[src/hdl/ablm_pkg.sv]
`timescale 1ns / 1ps
// Shared types, widths and codes for the block level meter.
// No dependencies; every other file of the block imports this package.
package ablm_pkg;

    localparam int BLOCK_MAX_DEF = 256;
    localparam int SAMPLE_W      = 16;
    localparam int MAG_W         = 16;
    localparam int SMOOTH_W      = 24;
    localparam int FRAC_W        = 8;
    localparam int WEIGHT_W      = 9;
    localparam int LENGTH_W      = 9;
    localparam int QUEUE_DEPTH   = 2;
    localparam int CFG_IDX_W     = 2;
    localparam int CFG_DATA_W    = 9;

    localparam logic [WEIGHT_W-1:0] WEIGHT_ONE      = 9'd256;
    localparam logic [WEIGHT_W-1:0] RMS_KEEP_RESET  = 9'd192;
    localparam logic [WEIGHT_W-1:0] PEAK_KEEP_RESET = 9'd166;
    localparam logic [SMOOTH_W-1:0] SMOOTH_MAX      = 24'h800000;
    localparam logic [MAG_W-1:0]    MAG_MAX         = 16'h8000;

    localparam logic [CFG_IDX_W-1:0] CFG_RMS_KEEP  = 2'd0;
    localparam logic [CFG_IDX_W-1:0] CFG_PEAK_KEEP = 2'd1;

    typedef struct packed {
        logic signed [SAMPLE_W-1:0] sample;
        logic                       last_in_block;
    } ablm_in_t;

    typedef struct packed {
        logic [SMOOTH_W-1:0] smoothed_rms;
        logic [SMOOTH_W-1:0] smoothed_peak;
        logic [MAG_W-1:0]    block_rms;
        logic [MAG_W-1:0]    block_peak;
        logic [LENGTH_W-1:0] block_length;
    } ablm_out_t;

    typedef struct packed {
        logic full;
        logic empty;
    } ablm_q_status_t;

    typedef enum logic [2:0] {
        BK_IDLE,
        BK_DIV,
        BK_ROOT,
        BK_MUL,
        BK_ADD,
        BK_OUT
    } ablm_back_state_t;

    // Keep weights above one saturate to one.
    function automatic logic [WEIGHT_W-1:0] sat_weight(input logic [WEIGHT_W-1:0] w);
        return (w > WEIGHT_ONE) ? WEIGHT_ONE : w;
    endfunction

endpackage

[src/hdl/audio_block_level_meter_core.sv]
`timescale 1ns / 1ps
// Top level of the block level meter: config registers, front, queue, back.
// Uses ablm_pkg, ablm_front, ablm_queue and ablm_back.
//
//   channel  | handshake                  | payload
//   ---------+----------------------------+----------------------------------
//   samples  | sample_valid/sample_ready  | sample_data  (ablm_in_t)
//   results  | result_valid/result_ready  | result_data  (ablm_out_t)
//   config   | cfg_valid/cfg_ready        | cfg_index, cfg_data (keep weight)
//
// The front takes one sample per cycle while the two-entry block queue has room.
// The back runs each closed block through a bit-serial divider and square root.
// Short blocks can stall the sample channel once the queue is full.
// A stalled result register holds the back in its output step.
// Reset is asynchronous: weights return to 192 and 166, stores and sums to zero.
module audio_block_level_meter_core #(
    parameter int BLOCK_MAX = ablm_pkg::BLOCK_MAX_DEF
) (
    input  logic                              clk,
    input  logic                              rst_n,
    input  logic                              sample_valid,
    output logic                              sample_ready,
    input  ablm_pkg::ablm_in_t                sample_data,
    output logic                              result_valid,
    input  logic                              result_ready,
    output ablm_pkg::ablm_out_t               result_data,
    input  logic                              cfg_valid,
    output logic                              cfg_ready,
    input  logic [ablm_pkg::CFG_IDX_W-1:0]    cfg_index,
    input  logic [ablm_pkg::CFG_DATA_W-1:0]   cfg_data
);
    import ablm_pkg::*;

    localparam int CNT_W   = $clog2(BLOCK_MAX + 1);
    localparam int SUM_W   = 2 * MAG_W - 1 + $clog2(BLOCK_MAX);
    localparam int ENTRY_W = SUM_W + CNT_W + MAG_W;

    logic [WEIGHT_W-1:0] rms_keep_reg;
    logic [WEIGHT_W-1:0] rms_keep_next;
    logic [WEIGHT_W-1:0] peak_keep_reg;
    logic [WEIGHT_W-1:0] peak_keep_next;
    ablm_q_status_t      q_status;
    logic                push;
    logic [ENTRY_W-1:0]  push_data;
    logic                pop;
    logic [ENTRY_W-1:0]  pop_data;

    assign cfg_ready = 1'b1;

    always_comb
    begin
        rms_keep_next  = rms_keep_reg;
        peak_keep_next = peak_keep_reg;
        if (cfg_valid && cfg_ready)
        begin
            case (cfg_index)
                CFG_RMS_KEEP:  rms_keep_next  = WEIGHT_W'(cfg_data);
                CFG_PEAK_KEEP: peak_keep_next = WEIGHT_W'(cfg_data);
                default:
                begin
                end
            endcase
        end
    end

    always_ff @(posedge clk or negedge rst_n)
    begin
        if (!rst_n)
        begin
            rms_keep_reg  <= RMS_KEEP_RESET;
            peak_keep_reg <= PEAK_KEEP_RESET;
        end
        else
        begin
            rms_keep_reg  <= rms_keep_next;
            peak_keep_reg <= peak_keep_next;
        end
    end

    ablm_front #(
        .BLOCK_MAX (BLOCK_MAX)
    ) u_front (
        .clk          (clk),
        .rst_n        (rst_n),
        .sample_valid (sample_valid),
        .sample_ready (sample_ready),
        .sample_data  (sample_data),
        .q_status     (q_status),
        .push         (push),
        .push_data    (push_data)
    );

    ablm_queue #(
        .WIDTH (ENTRY_W),
        .DEPTH (QUEUE_DEPTH)
    ) u_queue (
        .clk       (clk),
        .rst_n     (rst_n),
        .push      (push),
        .push_data (push_data),
        .pop       (pop),
        .pop_data  (pop_data),
        .status    (q_status)
    );

    ablm_back #(
        .BLOCK_MAX (BLOCK_MAX)
    ) u_back (
        .clk          (clk),
        .rst_n        (rst_n),
        .q_status     (q_status),
        .q_data       (pop_data),
        .pop          (pop),
        .rms_keep     (rms_keep_reg),
        .peak_keep    (peak_keep_reg),
        .result_valid (result_valid),
        .result_ready (result_ready),
        .result_data  (result_data)
    );

endmodule

[src/hdl/ablm_front.sv]
`timescale 1ns / 1ps
// Front part: takes samples, accumulates squares, count and peak per block.
// Uses ablm_pkg; pushes one closed-block record into the queue per block.
module ablm_front #(
    parameter int  BLOCK_MAX = ablm_pkg::BLOCK_MAX_DEF,
    localparam int CNT_W     = $clog2(BLOCK_MAX + 1),
    localparam int SUM_W     = 2 * ablm_pkg::MAG_W - 1 + $clog2(BLOCK_MAX),
    localparam int ENTRY_W   = SUM_W + CNT_W + ablm_pkg::MAG_W
) (
    input  logic                    clk,
    input  logic                    rst_n,
    input  logic                    sample_valid,
    output logic                    sample_ready,
    input  ablm_pkg::ablm_in_t      sample_data,
    input  ablm_pkg::ablm_q_status_t q_status,
    output logic                    push,
    output logic [ENTRY_W-1:0]      push_data
);
    import ablm_pkg::*;

    logic [SUM_W-1:0]   sum_reg;
    logic [SUM_W-1:0]   sum_next;
    logic [CNT_W-1:0]   count_reg;
    logic [CNT_W-1:0]   count_next;
    logic [MAG_W-1:0]   peak_reg;
    logic [MAG_W-1:0]   peak_next;
    logic [MAG_W-1:0]   mag;
    logic [2*MAG_W-1:0] square;
    logic [SUM_W-1:0]   sum_inc;
    logic [CNT_W-1:0]   count_inc;
    logic [MAG_W-1:0]   peak_inc;
    logic               accept;
    logic               close;

    // -32768 maps to 0x8000, which is its magnitude read as unsigned
    assign mag = sample_data.sample[SAMPLE_W-1] ? MAG_W'(unsigned'(-sample_data.sample))
                                                : MAG_W'(unsigned'(sample_data.sample));
    assign square    = (2*MAG_W)'(mag) * (2*MAG_W)'(mag);
    assign sum_inc   = sum_reg + SUM_W'(square);
    assign count_inc = count_reg + CNT_W'(1);
    assign peak_inc  = (mag > peak_reg) ? mag : peak_reg;
    assign close     = sample_data.last_in_block || (count_inc == CNT_W'(BLOCK_MAX));

    assign sample_ready = !q_status.full;
    assign accept       = sample_valid && sample_ready;
    assign push         = accept && close;
    assign push_data    = {sum_inc, count_inc, peak_inc};

    always_comb
    begin
        sum_next   = sum_reg;
        count_next = count_reg;
        peak_next  = peak_reg;
        if (accept)
        begin
            if (close)
            begin
                sum_next   = '0;
                count_next = '0;
                peak_next  = '0;
            end
            else
            begin
                sum_next   = sum_inc;
                count_next = count_inc;
                peak_next  = peak_inc;
            end
        end
    end

    always_ff @(posedge clk or negedge rst_n)
    begin
        if (!rst_n)
        begin
            sum_reg   <= '0;
            count_reg <= '0;
            peak_reg  <= '0;
        end
        else
        begin
            sum_reg   <= sum_next;
            count_reg <= count_next;
            peak_reg  <= peak_next;
        end
    end

endmodule

[src/hdl/ablm_queue.sv]
`timescale 1ns / 1ps
// Short register queue between the front and back parts.
// Uses ablm_pkg for the status struct.
module ablm_queue #(
    parameter int  WIDTH = 64,
    parameter int  DEPTH = ablm_pkg::QUEUE_DEPTH,
    localparam int PTR_W = (DEPTH > 1) ? $clog2(DEPTH) : 1,
    localparam int CNT_W = $clog2(DEPTH + 1)
) (
    input  logic                     clk,
    input  logic                     rst_n,
    input  logic                     push,
    input  logic [WIDTH-1:0]         push_data,
    input  logic                     pop,
    output logic [WIDTH-1:0]         pop_data,
    output ablm_pkg::ablm_q_status_t status
);
    import ablm_pkg::*;

    logic [WIDTH-1:0] mem_reg [DEPTH];
    logic [PTR_W-1:0] wr_ptr_reg;
    logic [PTR_W-1:0] wr_ptr_next;
    logic [PTR_W-1:0] rd_ptr_reg;
    logic [PTR_W-1:0] rd_ptr_next;
    logic [CNT_W-1:0] fill_reg;
    logic [CNT_W-1:0] fill_next;
    logic             do_push;
    logic             do_pop;

    assign status.full  = (fill_reg == CNT_W'(DEPTH));
    assign status.empty = (fill_reg == '0);
    assign do_push      = push && !status.full;
    assign do_pop       = pop && !status.empty;
    assign pop_data     = mem_reg[rd_ptr_reg];

    always_comb
    begin
        wr_ptr_next = wr_ptr_reg;
        rd_ptr_next = rd_ptr_reg;
        fill_next   = fill_reg;
        if (do_push)
        begin
            wr_ptr_next = (wr_ptr_reg == PTR_W'(DEPTH - 1)) ? '0 : wr_ptr_reg + PTR_W'(1);
        end
        if (do_pop)
        begin
            rd_ptr_next = (rd_ptr_reg == PTR_W'(DEPTH - 1)) ? '0 : rd_ptr_reg + PTR_W'(1);
        end
        if (do_push && !do_pop)
        begin
            fill_next = fill_reg + CNT_W'(1);
        end
        else if (do_pop && !do_push)
        begin
            fill_next = fill_reg - CNT_W'(1);
        end
    end

    always_ff @(posedge clk or negedge rst_n)
    begin
        if (!rst_n)
        begin
            wr_ptr_reg <= '0;
            rd_ptr_reg <= '0;
            fill_reg   <= '0;
        end
        else
        begin
            wr_ptr_reg <= wr_ptr_next;
            rd_ptr_reg <= rd_ptr_next;
            fill_reg   <= fill_next;
        end
    end

    always_ff @(posedge clk)
    begin
        if (do_push)
        begin
            mem_reg[wr_ptr_reg] <= push_data;
        end
    end

endmodule

[src/hdl/ablm_back.sv]
`timescale 1ns / 1ps
// Back part: per closed block, divide sum by count, integer square root,
// exponential smoothing, then the result register. Uses ablm_pkg.
module ablm_back #(
    parameter int  BLOCK_MAX = ablm_pkg::BLOCK_MAX_DEF,
    localparam int CNT_W     = $clog2(BLOCK_MAX + 1),
    localparam int SUM_W     = 2 * ablm_pkg::MAG_W - 1 + $clog2(BLOCK_MAX),
    localparam int ENTRY_W   = SUM_W + CNT_W + ablm_pkg::MAG_W
) (
    input  logic                               clk,
    input  logic                               rst_n,
    input  ablm_pkg::ablm_q_status_t           q_status,
    input  logic [ENTRY_W-1:0]                 q_data,
    output logic                               pop,
    input  logic [ablm_pkg::WEIGHT_W-1:0]      rms_keep,
    input  logic [ablm_pkg::WEIGHT_W-1:0]      peak_keep,
    output logic                               result_valid,
    input  logic                               result_ready,
    output ablm_pkg::ablm_out_t                result_data
);
    import ablm_pkg::*;

    localparam int SQ_STEPS = (SUM_W + 1) / 2;
    localparam int STEP_W   = $clog2(SUM_W);
    localparam int PROD_W   = SMOOTH_W + WEIGHT_W;
    localparam logic [SUM_W-1:0] SQ_TOP = SUM_W'(1) << (2 * (SQ_STEPS - 1));

    ablm_back_state_t state_reg;
    ablm_back_state_t state_next;

    logic [SUM_W-1:0]    quo_reg;
    logic [SUM_W-1:0]    quo_next;
    logic [CNT_W-1:0]    rem_reg;
    logic [CNT_W-1:0]    rem_next;
    logic [CNT_W-1:0]    count_reg;
    logic [CNT_W-1:0]    count_next;
    logic [MAG_W-1:0]    peak_reg;
    logic [MAG_W-1:0]    peak_next;
    logic [STEP_W-1:0]   step_reg;
    logic [STEP_W-1:0]   step_next;
    logic [SUM_W-1:0]    res_reg;
    logic [SUM_W-1:0]    res_next;
    logic [SUM_W-1:0]    bit_reg;
    logic [SUM_W-1:0]    bit_next;
    logic [PROD_W-1:0]   rms_old_reg;
    logic [PROD_W-1:0]   rms_new_reg;
    logic [PROD_W-1:0]   peak_old_reg;
    logic [PROD_W-1:0]   peak_new_reg;
    logic [SMOOTH_W-1:0] rms_store_reg;
    logic [SMOOTH_W-1:0] rms_store_next;
    logic [SMOOTH_W-1:0] peak_store_reg;
    logic [SMOOTH_W-1:0] peak_store_next;
    logic                result_valid_reg;
    logic                result_valid_next;
    ablm_out_t           result_data_reg;
    ablm_out_t           result_data_next;

    logic [SUM_W-1:0]    e_sum;
    logic [CNT_W-1:0]    e_count;
    logic [MAG_W-1:0]    e_peak;
    logic [CNT_W:0]      div_shift;
    logic                div_ge;
    logic [CNT_W:0]      div_diff;
    logic [SUM_W-1:0]    div_quo;
    logic [SUM_W:0]      root_sum;
    logic                root_ge;
    logic [WEIGHT_W-1:0] k_rms;
    logic [WEIGHT_W-1:0] k_peak;
    logic [MAG_W-1:0]    blk_rms;
    logic [PROD_W:0]     rms_acc;
    logic [PROD_W:0]     peak_acc;
    logic                out_free;

    assign e_sum   = q_data[ENTRY_W-1 -: SUM_W];
    assign e_count = q_data[MAG_W +: CNT_W];
    assign e_peak  = q_data[MAG_W-1:0];

    // Restoring division, one quotient bit per cycle, MSB first
    assign div_shift = {rem_reg, quo_reg[SUM_W-1]};
    assign div_ge    = (div_shift >= {1'b0, count_reg});
    assign div_diff  = div_shift - {1'b0, count_reg};
    assign div_quo   = {quo_reg[SUM_W-2:0], div_ge};

    // Digit-by-digit root, quo_reg holds the shrinking radicand
    assign root_sum = {1'b0, res_reg} + {1'b0, bit_reg};
    assign root_ge  = ({1'b0, quo_reg} >= root_sum);

    assign blk_rms  = res_reg[MAG_W-1:0];
    assign k_rms    = sat_weight(rms_keep);
    assign k_peak   = sat_weight(peak_keep);
    assign rms_acc  = {1'b0, rms_old_reg} + {1'b0, rms_new_reg};
    assign peak_acc = {1'b0, peak_old_reg} + {1'b0, peak_new_reg};
    assign out_free = !result_valid_reg || result_ready;

    always_comb
    begin
        state_next = state_reg;
        case (state_reg)
            BK_IDLE:
            begin
                if (!q_status.empty)
                begin
                    state_next = BK_DIV;
                end
            end
            BK_DIV:
            begin
                if (step_reg == '0)
                begin
                    state_next = BK_ROOT;
                end
            end
            BK_ROOT:
            begin
                if (bit_reg[0])
                begin
                    state_next = BK_MUL;
                end
            end
            BK_MUL:
            begin
                state_next = BK_ADD;
            end
            BK_ADD:
            begin
                state_next = BK_OUT;
            end
            BK_OUT:
            begin
                if (out_free)
                begin
                    state_next = BK_IDLE;
                end
            end
            default:
            begin
                state_next = BK_IDLE;
            end
        endcase
    end

    always_comb
    begin
        pop               = 1'b0;
        quo_next          = quo_reg;
        rem_next          = rem_reg;
        count_next        = count_reg;
        peak_next         = peak_reg;
        step_next         = step_reg;
        res_next          = res_reg;
        bit_next          = bit_reg;
        rms_store_next    = rms_store_reg;
        peak_store_next   = peak_store_reg;
        result_data_next  = result_data_reg;
        result_valid_next = result_valid_reg && !result_ready;
        case (state_reg)
            BK_IDLE:
            begin
                if (!q_status.empty)
                begin
                    pop        = 1'b1;
                    quo_next   = e_sum;
                    rem_next   = '0;
                    count_next = e_count;
                    peak_next  = e_peak;
                    step_next  = STEP_W'(SUM_W - 1);
                end
            end
            BK_DIV:
            begin
                quo_next  = div_quo;
                rem_next  = div_ge ? div_diff[CNT_W-1:0] : div_shift[CNT_W-1:0];
                step_next = step_reg - STEP_W'(1);
                res_next  = '0;
                bit_next  = SQ_TOP;
            end
            BK_ROOT:
            begin
                if (root_ge)
                begin
                    quo_next = quo_reg - root_sum[SUM_W-1:0];
                    res_next = (res_reg >> 1) + bit_reg;
                end
                else
                begin
                    res_next = res_reg >> 1;
                end
                bit_next = bit_reg >> 2;
            end
            BK_ADD:
            begin
                rms_store_next  = rms_acc[SMOOTH_W+FRAC_W-1:FRAC_W];
                peak_store_next = peak_acc[SMOOTH_W+FRAC_W-1:FRAC_W];
            end
            BK_OUT:
            begin
                if (out_free)
                begin
                    result_valid_next              = 1'b1;
                    result_data_next.smoothed_rms  = rms_store_reg;
                    result_data_next.smoothed_peak = peak_store_reg;
                    result_data_next.block_rms     = blk_rms;
                    result_data_next.block_peak    = peak_reg;
                    result_data_next.block_length  = LENGTH_W'(count_reg);
                end
            end
            default:
            begin
            end
        endcase
    end

    always_ff @(posedge clk or negedge rst_n)
    begin
        if (!rst_n)
        begin
            state_reg        <= BK_IDLE;
            rms_store_reg    <= '0;
            peak_store_reg   <= '0;
            result_valid_reg <= 1'b0;
        end
        else
        begin
            state_reg        <= state_next;
            rms_store_reg    <= rms_store_next;
            peak_store_reg   <= peak_store_next;
            result_valid_reg <= result_valid_next;
        end
    end

    // Datapath registers, no reset
    always_ff @(posedge clk)
    begin
        quo_reg         <= quo_next;
        rem_reg         <= rem_next;
        count_reg       <= count_next;
        peak_reg        <= peak_next;
        step_reg        <= step_next;
        res_reg         <= res_next;
        bit_reg         <= bit_next;
        result_data_reg <= result_data_next;
        rms_old_reg     <= PROD_W'(rms_store_reg) * PROD_W'(k_rms);
        rms_new_reg     <= PROD_W'({blk_rms, {FRAC_W{1'b0}}}) * PROD_W'(WEIGHT_ONE - k_rms);
        peak_old_reg    <= PROD_W'(peak_store_reg) * PROD_W'(k_peak);
        peak_new_reg    <= PROD_W'({peak_reg, {FRAC_W{1'b0}}}) * PROD_W'(WEIGHT_ONE - k_peak);
    end

    assign result_valid = result_valid_reg;
    assign result_data  = result_data_reg;

endmodule

[config.mk]
export PLATFORM = sky130hd
export DESIGN_NAME = audio_block_level_meter_core
export DESIGN_NICKNAME = d
export VERILOG_FILES = /design/src/hdl/ablm_pkg.sv /design/src/hdl/audio_block_level_meter_core.sv /design/src/hdl/ablm_front.sv /design/src/hdl/ablm_queue.sv /design/src/hdl/ablm_back.sv
export SDC_FILE = /design/constraint.sdc
export NUM_CORES = 2
export LEC_CHECK = 0
export ABC_AREA = 1
export BUFFER_PORTS_ARGS = -buffer_cell sky130_fd_sc_hd__buf_4
export CORE_MARGIN = 2
export CORE_UTILIZATION = 45
export CTS_CLUSTER_SIZE = 28
export DETAILED_ROUTE_END_ITERATION = 10
export PLACE_DENSITY = 0.58
export SYNTH_ARGS = -nofsm -noshare
export SYNTH_HDL_FRONTEND = slang
export SYNTH_SLANG_ARGS = --single-unit
[constraint.sdc]
create_clock -name clk -period 11.1 [get_ports clk]
set_clock_uncertainty 0.05 [all_clocks]
set_input_delay 1.11 -clock clk [delete_from_list [all_inputs] [get_ports clk]]
set_output_delay 1.11 -clock clk [all_outputs]
set_load 0.03 [all_outputs]
# --- After elaboration in Yosys (flattened, before gate mapping) ---
# Memories as Yosys holds them, arrays and structs flattened.
# Cells that the tools add are included.
# W data, S select, Z words.
op_classes:
  n_lt_le_gt_ge: 5
  bitwise_logic: 1
  eq_ne: 13
  reduce_logical: 30
  muxes: 33
  add_sub_neg: 16
  n_mul: 5
ops:
  columns: ["operator", "n"]
  rows:
  - ["$mux W39", 4]
  - ["$pmux W39 S2", 2]
  - ["$pmux W39 S3", 1]
  - ["$mul A16 B33 Y24", 2]
  - ["$add A32 B32 Y32", 2]
  - ["$mul A24 B9 Y32", 2]
  - ["$mux W16", 3]
  - ["$mux W9", 5]
  - ["$add A39 B39 Y40", 1]
  - ["$ge A39 B40 Y1", 1]
  - ["$add A38 B39 Y39", 1]
  - ["$add A39 B32 Y39", 1]
  - ["$sub A39 B39 Y39", 1]
  - ["$mul A16 B16 Y32", 1]
  - ["$sub A9 B9 Y10 const A", 2]
  - ["$gt A9 B9 Y1 const B", 2]
  - ["$pmux W3 S6", 1]
  - ["$pmux W9 S2", 1]
  - ["$gt A16 B16 Y1", 1]
  - ["$neg A16 Y16", 1]
  - ["$mux W3", 4]
  - ["$pmux W6 S2", 1]
  - ["$ge A10 B9 Y1", 1]
  - ["$reduce_and A2 Y1", 5]
  - ["other kinds (28)", 57]
word_totals:
  ramBits: 128
  memories: 1
  inputBits: 33
  output_inout_bits: 92
  elab_cells: 132
  ff_bits: 496
memory_table:
  columns: ["name", "words", "word_bits", "rd", "rd_ports_with_merged_regs", "write_ports", "line", "source"]
  rows:
  - ["u_queue.mem_reg", 2, 64, 1, 0, 1, "ablm_queue.sv:20", "logic [WIDTH-1:0] mem_reg [DEPTH];"]

# --- Depth between registers and ports, before layout ---
logic_depth:
  depth_word: 9
  depth_mapped: 41
  mapped_depth_nobuf: 40

# --- Hierarchy ---
# Synthesis repeated with hierarchy kept, for this count alone.
unflattened:
  hier_cells: 7912
  hier_area_um2: 65132.5
modules_own_cells:
  columns: ["module", "seq_area_each_um2", "cells_each", "area_per_inst_um2", "n_inst"]
  rows:
  - ["ablm_back", 10039.6, 5653, 46433.3, 1]
  - ["ablm_front", 1601.5, 1812, 13037.5, 1]
  - ["ablm_queue", 3943.8, 366, 4888.4, 1]
  - ["audio_block_level_meter_core", 457.9, 81, 773.2, 1]

# --- Worst setup path before layout ---
# OpenSTA, ideal clock, no wires.
synth_path:
  path_type: "input -> register"
  start: "in sample_data[1] in the netlist's numbering"
  end: "mem u_queue.mem_reg[0][50], data pin"
  setup_time_ns: 0.262
  path_buffers: 1
  path_slack_ns: 3.052
  arrival_time_ns: 7.735
  stages: 36
  required_ns: 10.788
  cell_sequence: "inv_2 > clkbuf_1 > ha_1 > inv_1 > nor3_2 > nand2_1 > nor2_1 > nand2_1 > inv_1 > nand2_1 > nand2_1 > xor2_2 > inv_2 > nor2_1 > inv_1 > fa_1 > inv_1 > fa_1 > inv_1 > fa_1 > inv_1 > fa_1 > fa_1 > inv_1 > fa_1 > inv_1 > ha_1 > nand2_1 > nor2_1 > nand2_1 > o21ai_2 > a21oi_1 > o21ai_0 > nand2_1 > nand3_1 > nand2_1"
synth_via:
  elab_chain_cells: 4
synth_rtl:
  columns: ["element", "line", "source"]
  rows:
  - ["from (decl)", "audio_block_level_meter_core.sv:23", "input ablm_pkg::ablm_in_t sample_data,"]
  - ["$neg A16 Y16", "ablm_front.sv:36", "assign mag = sample_data.sample[SAMPLE_W-1] ? MAG_W'(unsigned'(-sample_data.sample))"]
  - ["$mux W16 (*)", "ablm_front.sv:36", null]
  - ["$mul A16 B16 Y32 (*)", "ablm_front.sv:38", "assign square = (2*MAG_W)'(mag) * (2*MAG_W)'(mag);"]
  - ["$add A39 B32 Y39 (*)", "ablm_front.sv:39", "assign sum_inc = sum_reg + SUM_W'(square);"]
  - ["named net push_data[50]", "audio_block_level_meter_core.sv:44", "logic [ENTRY_W-1:0] push_data;"]
  - ["to (decl)", "ablm_queue.sv:20", null]
# Mark *: on every way through the listed nets, which the timed path passes. The rest lies on a longest branch.

# --- Worst setup path in the final report ---
layout_path:
  start: "reg peak_keep_reg[5]"
  end: "reg u_back.peak_new_reg[27]"
layout_via:
  elab_chain_cells: 4
layout_rtl:
  columns: ["element", "line", "source"]
  rows:
  - ["from (decl)", "audio_block_level_meter_core.sv:40", "logic [WEIGHT_W-1:0] peak_keep_reg;"]
  - ["from (signal assigned)", "audio_block_level_meter_core.sv:76", "peak_keep_reg <= peak_keep_next;"]
  - ["$gt A9 B9 Y1", "ablm_pkg.sv:55", "return (w > WEIGHT_ONE) ? WEIGHT_ONE : w;"]
  - ["$mux W9 (*)", "ablm_pkg.sv:55", null]
  - ["$sub A9 B9 Y10 (*)", "ablm_back.sv:245", "peak_new_reg <= PROD_W'({peak_reg, {FRAC_W{1'b0}}}) * PROD_W'(WEIGHT_ONE - k_peak);"]
  - ["$mul A16 B33 Y24 (*)", "ablm_back.sv:245", null]
  - ["to (signal assigned)", "ablm_back.sv:245", null]
  - ["to (decl)", "ablm_back.sv:48", "logic [PROD_W-1:0] peak_new_reg;"]
# Mark *: on every way between the ends. The rest lies on a longest branch, timed or not.
# A chain may end at the register's enable or synchronous reset.

==> summary by stage <==
Run status
The flow ran to the end, and the final reports show no timing, DRC or antenna violations.

Placement
Routability-driven placement finished with a final weighted congestion of about 0.94. Input and output buffers added on the ports amount to 123. The total half-perimeter wirelength after legalization and detailed placement is about 140000 um.

Die
around 130 I/O pins were placed. The floorplan step set the die width to approximately 380 um. The number of placement rows is about 140. The height of the die is roughly 380 um.

The floorplan step defined a die boundary enclosing around 150000 um2. The floorplan core area is 142000 um2. The initial utilization of the core area, before any placement, comes to ~45%.

Setup path
For this run, the slowest stage of the critical path takes about 0.6 ns. For this design, the slowest cell found on the critical path is sky130_fd_sc_hd__inv_1. The data required time at the worst endpoint is 11.64 ns. The worst setup path is launched from a flip-flop. The nature of the critical path endpoint is a flip-flop. Among the stages of the critical path, the cell type that occurs most often is sky130_fd_sc_hd__inv_1. The maximum fanout along the worst path is 14.

The path type of the worst setup path is flip-flop to flip-flop. The critical path arrival is ~9 ns.

Clocking
TritonCTS created 76 clock buffers. After clock tree synthesis, the clock-pin slew on the worst setup and hold paths is 0.07 ns. The total setup buffers inserted after CTS is 0. The CTS tree is yes. Clock tree synthesis selected as its root buffer the cell sky130_fd_sc_hd__clkbuf_16. In this run, post-CTS repair resized a total of 0 instances. The count of hold buffers inserted by post-cts repair is 0. The maximum count of clock buffers along a single path is 3. In this run the number of H-tree levels came out at 3. The clock latency at the later pin of the worst-skew pair is roughly 0.7 ns. The clock net sink count is just under 600.

GRT
The total track usage is around a quarter. The first global-routing pass estimated about 280000 um of wire. The number of global-route vias before repair came to 51500. The largest net degree at the start of global routing is 70.

The initial antenna violation count is 1. The total overflow left after global routing is 0.

Yosys
After synthesis the cells add up to ~64000 um2. The sequential element share of the synthesized area is between 20% and 30%. Each instance of the synthesized netlist takes up on average 8.39 um2. The number of flops mapped to enable cells by yosys is around 360. The number of warnings reported in the yosys synthesis log is 0.

The synthesized netlist contains 73 unique library cells. The share of async-settable or async-resettable flops after synthesis is 23.4%. The number of instances in the synthesized netlist is between 7000 and 8000. In the synthesized netlist the dominant register cell turns out to be sky130_fd_sc_hd__edfxtp_1. In this run, synthesis produced a sequential element count of just under 600.

Routing
The routed via count divided by cell count is between 5 and 6. After detailed routing, the total wire length is 172000 um. In this run, the number of DRC markers left after iteration 0 of detailed routing was 3200. The remaining number of nets flagged by the antenna check after routing is 0. The detailed-route wire length per cell is ~18 um. The DRC violation count after routing is 0. The first detailed-routing pass took 5 iterations.

The routed layout has between 50000 and 60000 vias.

Timing
The final count of pins violating max slew is 0. Adding up every negative setup slack in the final design gives 0 ns. The time the worst path needs with I/O delays and setup is between 8 and 9 ns. The setup-violating endpoint count in the final report is 0.

Measured against its own limit, the worst slew margin works out to roughly 17%. The fmax is roughly 120 MHz. Dividing the final minimum period by the clock period gives around three quarters. Setup repair after global routing left no endpoint under its margin. The final number of hold-violating endpoints is 0. For the pin with the worst max-slew slack, the measured transition is 1.24 ns.

Finish
The layout cell share with drive strength beyond 1 is under 10%. The register with the most flip-flops in the layout has 128 of them. The most common library cell in the layout ignoring fill and taps is sky130_fd_sc_hd__inv_1. In the layout the commonest cells are sky130_fd_sc_hd__inv_1, sky130_fd_sc_hd__nand2_1, sky130_fd_sc_hd__fa_1, sky130_fd_sc_hd__nor2_1, sky130_fd_sc_hd__ha_1. The count of antenna diodes in the layout is 0. The count of nets after finishing is around 9100. The synthesis-to-finish area growth is 9.27%.

Hold path
The worst min-delay path class is input pin to asynchronous set/reset pin.

Flow run
Across the run, the number of max-cap violations was 0.
through the flow:
step / utilization (%) / hold slack, ns / area (um2) / std cells / setup slack, ns
6_report: 49.6 / 0.303 / 70300 / 9758 / 2.68
5_1_grt: 49.6 / 0.311 / 70300 / 9758 / 2.08
4_1_cts: 49.6 / 0.271 / 70300 / 9758 / 2.71
3_5_place_dp: 47.6 / 0.391 / 67500 / 9616 / 2.02
3_3_place_gp: 47.6 / 0.382 / 67500 / 9616 / 2.26
2_1_floorplan: - / 0.373 / 64700 / 7755 / 3.05
kinds of logic after synthesis:
logic type / count (synthesis) / synth area share [%]
adder cells (fa/ha/maj): 1303 / 35.0
AND/OR/NAND/NOR: 2664 / 16.8
buffers and inverters: 1917 / 11.3
XOR/XNOR: 262 / 3.65
flip-flops: 589 / 24.9
AO/OA/AOI/OAI: 930 / 8.21
other: 2 / 0.0117
cell usage after synthesis (24+ instances only):
cell type / count / area share [%]
sky130_fd_sc_hd__nand4_1: 45 / 0.44
sky130_fd_sc_hd__dfrtp_1: 132 / 5.1
sky130_fd_sc_hd__edfxtp_1: 355 / 17
sky130_fd_sc_hd__nand3_1: 192 / 1.5
sky130_fd_sc_hd__o21ai_1: 26 / 0.20
sky130_fd_sc_hd__dfxtp_1: 96 / 3.0
sky130_fd_sc_hd__xnor2_1: 84 / 1.1
sky130_fd_sc_hd__a21oi_1: 362 / 2.8
sky130_fd_sc_hd__o21ai_0: 326 / 2.5
sky130_fd_sc_hd__or2_2: 35 / 0.34
sky130_fd_sc_hd__a21o_1: 28 / 0.33
sky130_fd_sc_hd__nor2_1: 644 / 3.8
sky130_fd_sc_hd__nor4_1: 24 / 0.23
sky130_fd_sc_hd__clkbuf_1: 98 / 0.57
sky130_fd_sc_hd__nand2_1: 1613 / 9.4
sky130_fd_sc_hd__nor3_1: 50 / 0.39
sky130_fd_sc_hd__inv_1: 1699 / 9.9
sky130_fd_sc_hd__fa_1: 832 / 26
sky130_fd_sc_hd__xor2_1: 171 / 2.3
sky130_fd_sc_hd__buf_1: 55 / 0.32
sky130_fd_sc_hd__ha_1: 471 / 9.2
final timing paths:
| path | start | end | slack [ns] | cells after the start |
|---|---|---|---|---|
| min in group clk | u_back.count_reg[2]$_DFFE_PP_ | u_back.result_data[2]$_DFFE_PP_ | 0.40 | 0 |
| max | peak_keep_reg[5]$_DFFE_PN1P_ | u_back.peak_new_reg[27]$_DFF_P_ | 2.68 | 34 |
| max in group asynchronous | rst_n | u_back.rms_store_reg[12]$_DFFE_PN0P_ | 8.77 | 3 |
| max reg2reg | peak_keep_reg[5]$_DFFE_PN1P_ | u_back.peak_new_reg[27]$_DFF_P_ | 2.68 | 34 |
| min | rst_n | u_front.sum_reg[36]$_DFFE_PN0P_ | 0.30 | 1 |
| min reg2reg | u_back.count_reg[2]$_DFFE_PP_ | u_back.result_data[2]$_DFFE_PP_ | 0.40 | 0 |
worst max-delay path, delay by kind of cell (launching register included):
family                     cells  cell delay, ns
buffers and inverters         11            1.66
and+or+nand+nor                9            1.34
DFF                            1            0.53
adders and majority gates      8            3.15
AOI/OAI and AO/OA              6            1.58
routing by layer:
metal	GRT usage [%]	share of wire [%]
met5	0	0
met4	5.57	2.1
met3	2.36	4.4
met2	41.3	49
met1	32.5	45
layout make-up:
class,count,area [um2]
well taps,1890,2360
fillers,13800,71500
clock buffers,87,2010
flip-flops and latches,589,16000
clock inverters,55,761
multi-input cells,5249,41400
repair buffers,156,1170
inverters,1732,6500
Power is left out: the tool's default activity adds up to more than one toggle a clock period on the data nets, which glitch-free logic cannot reach.
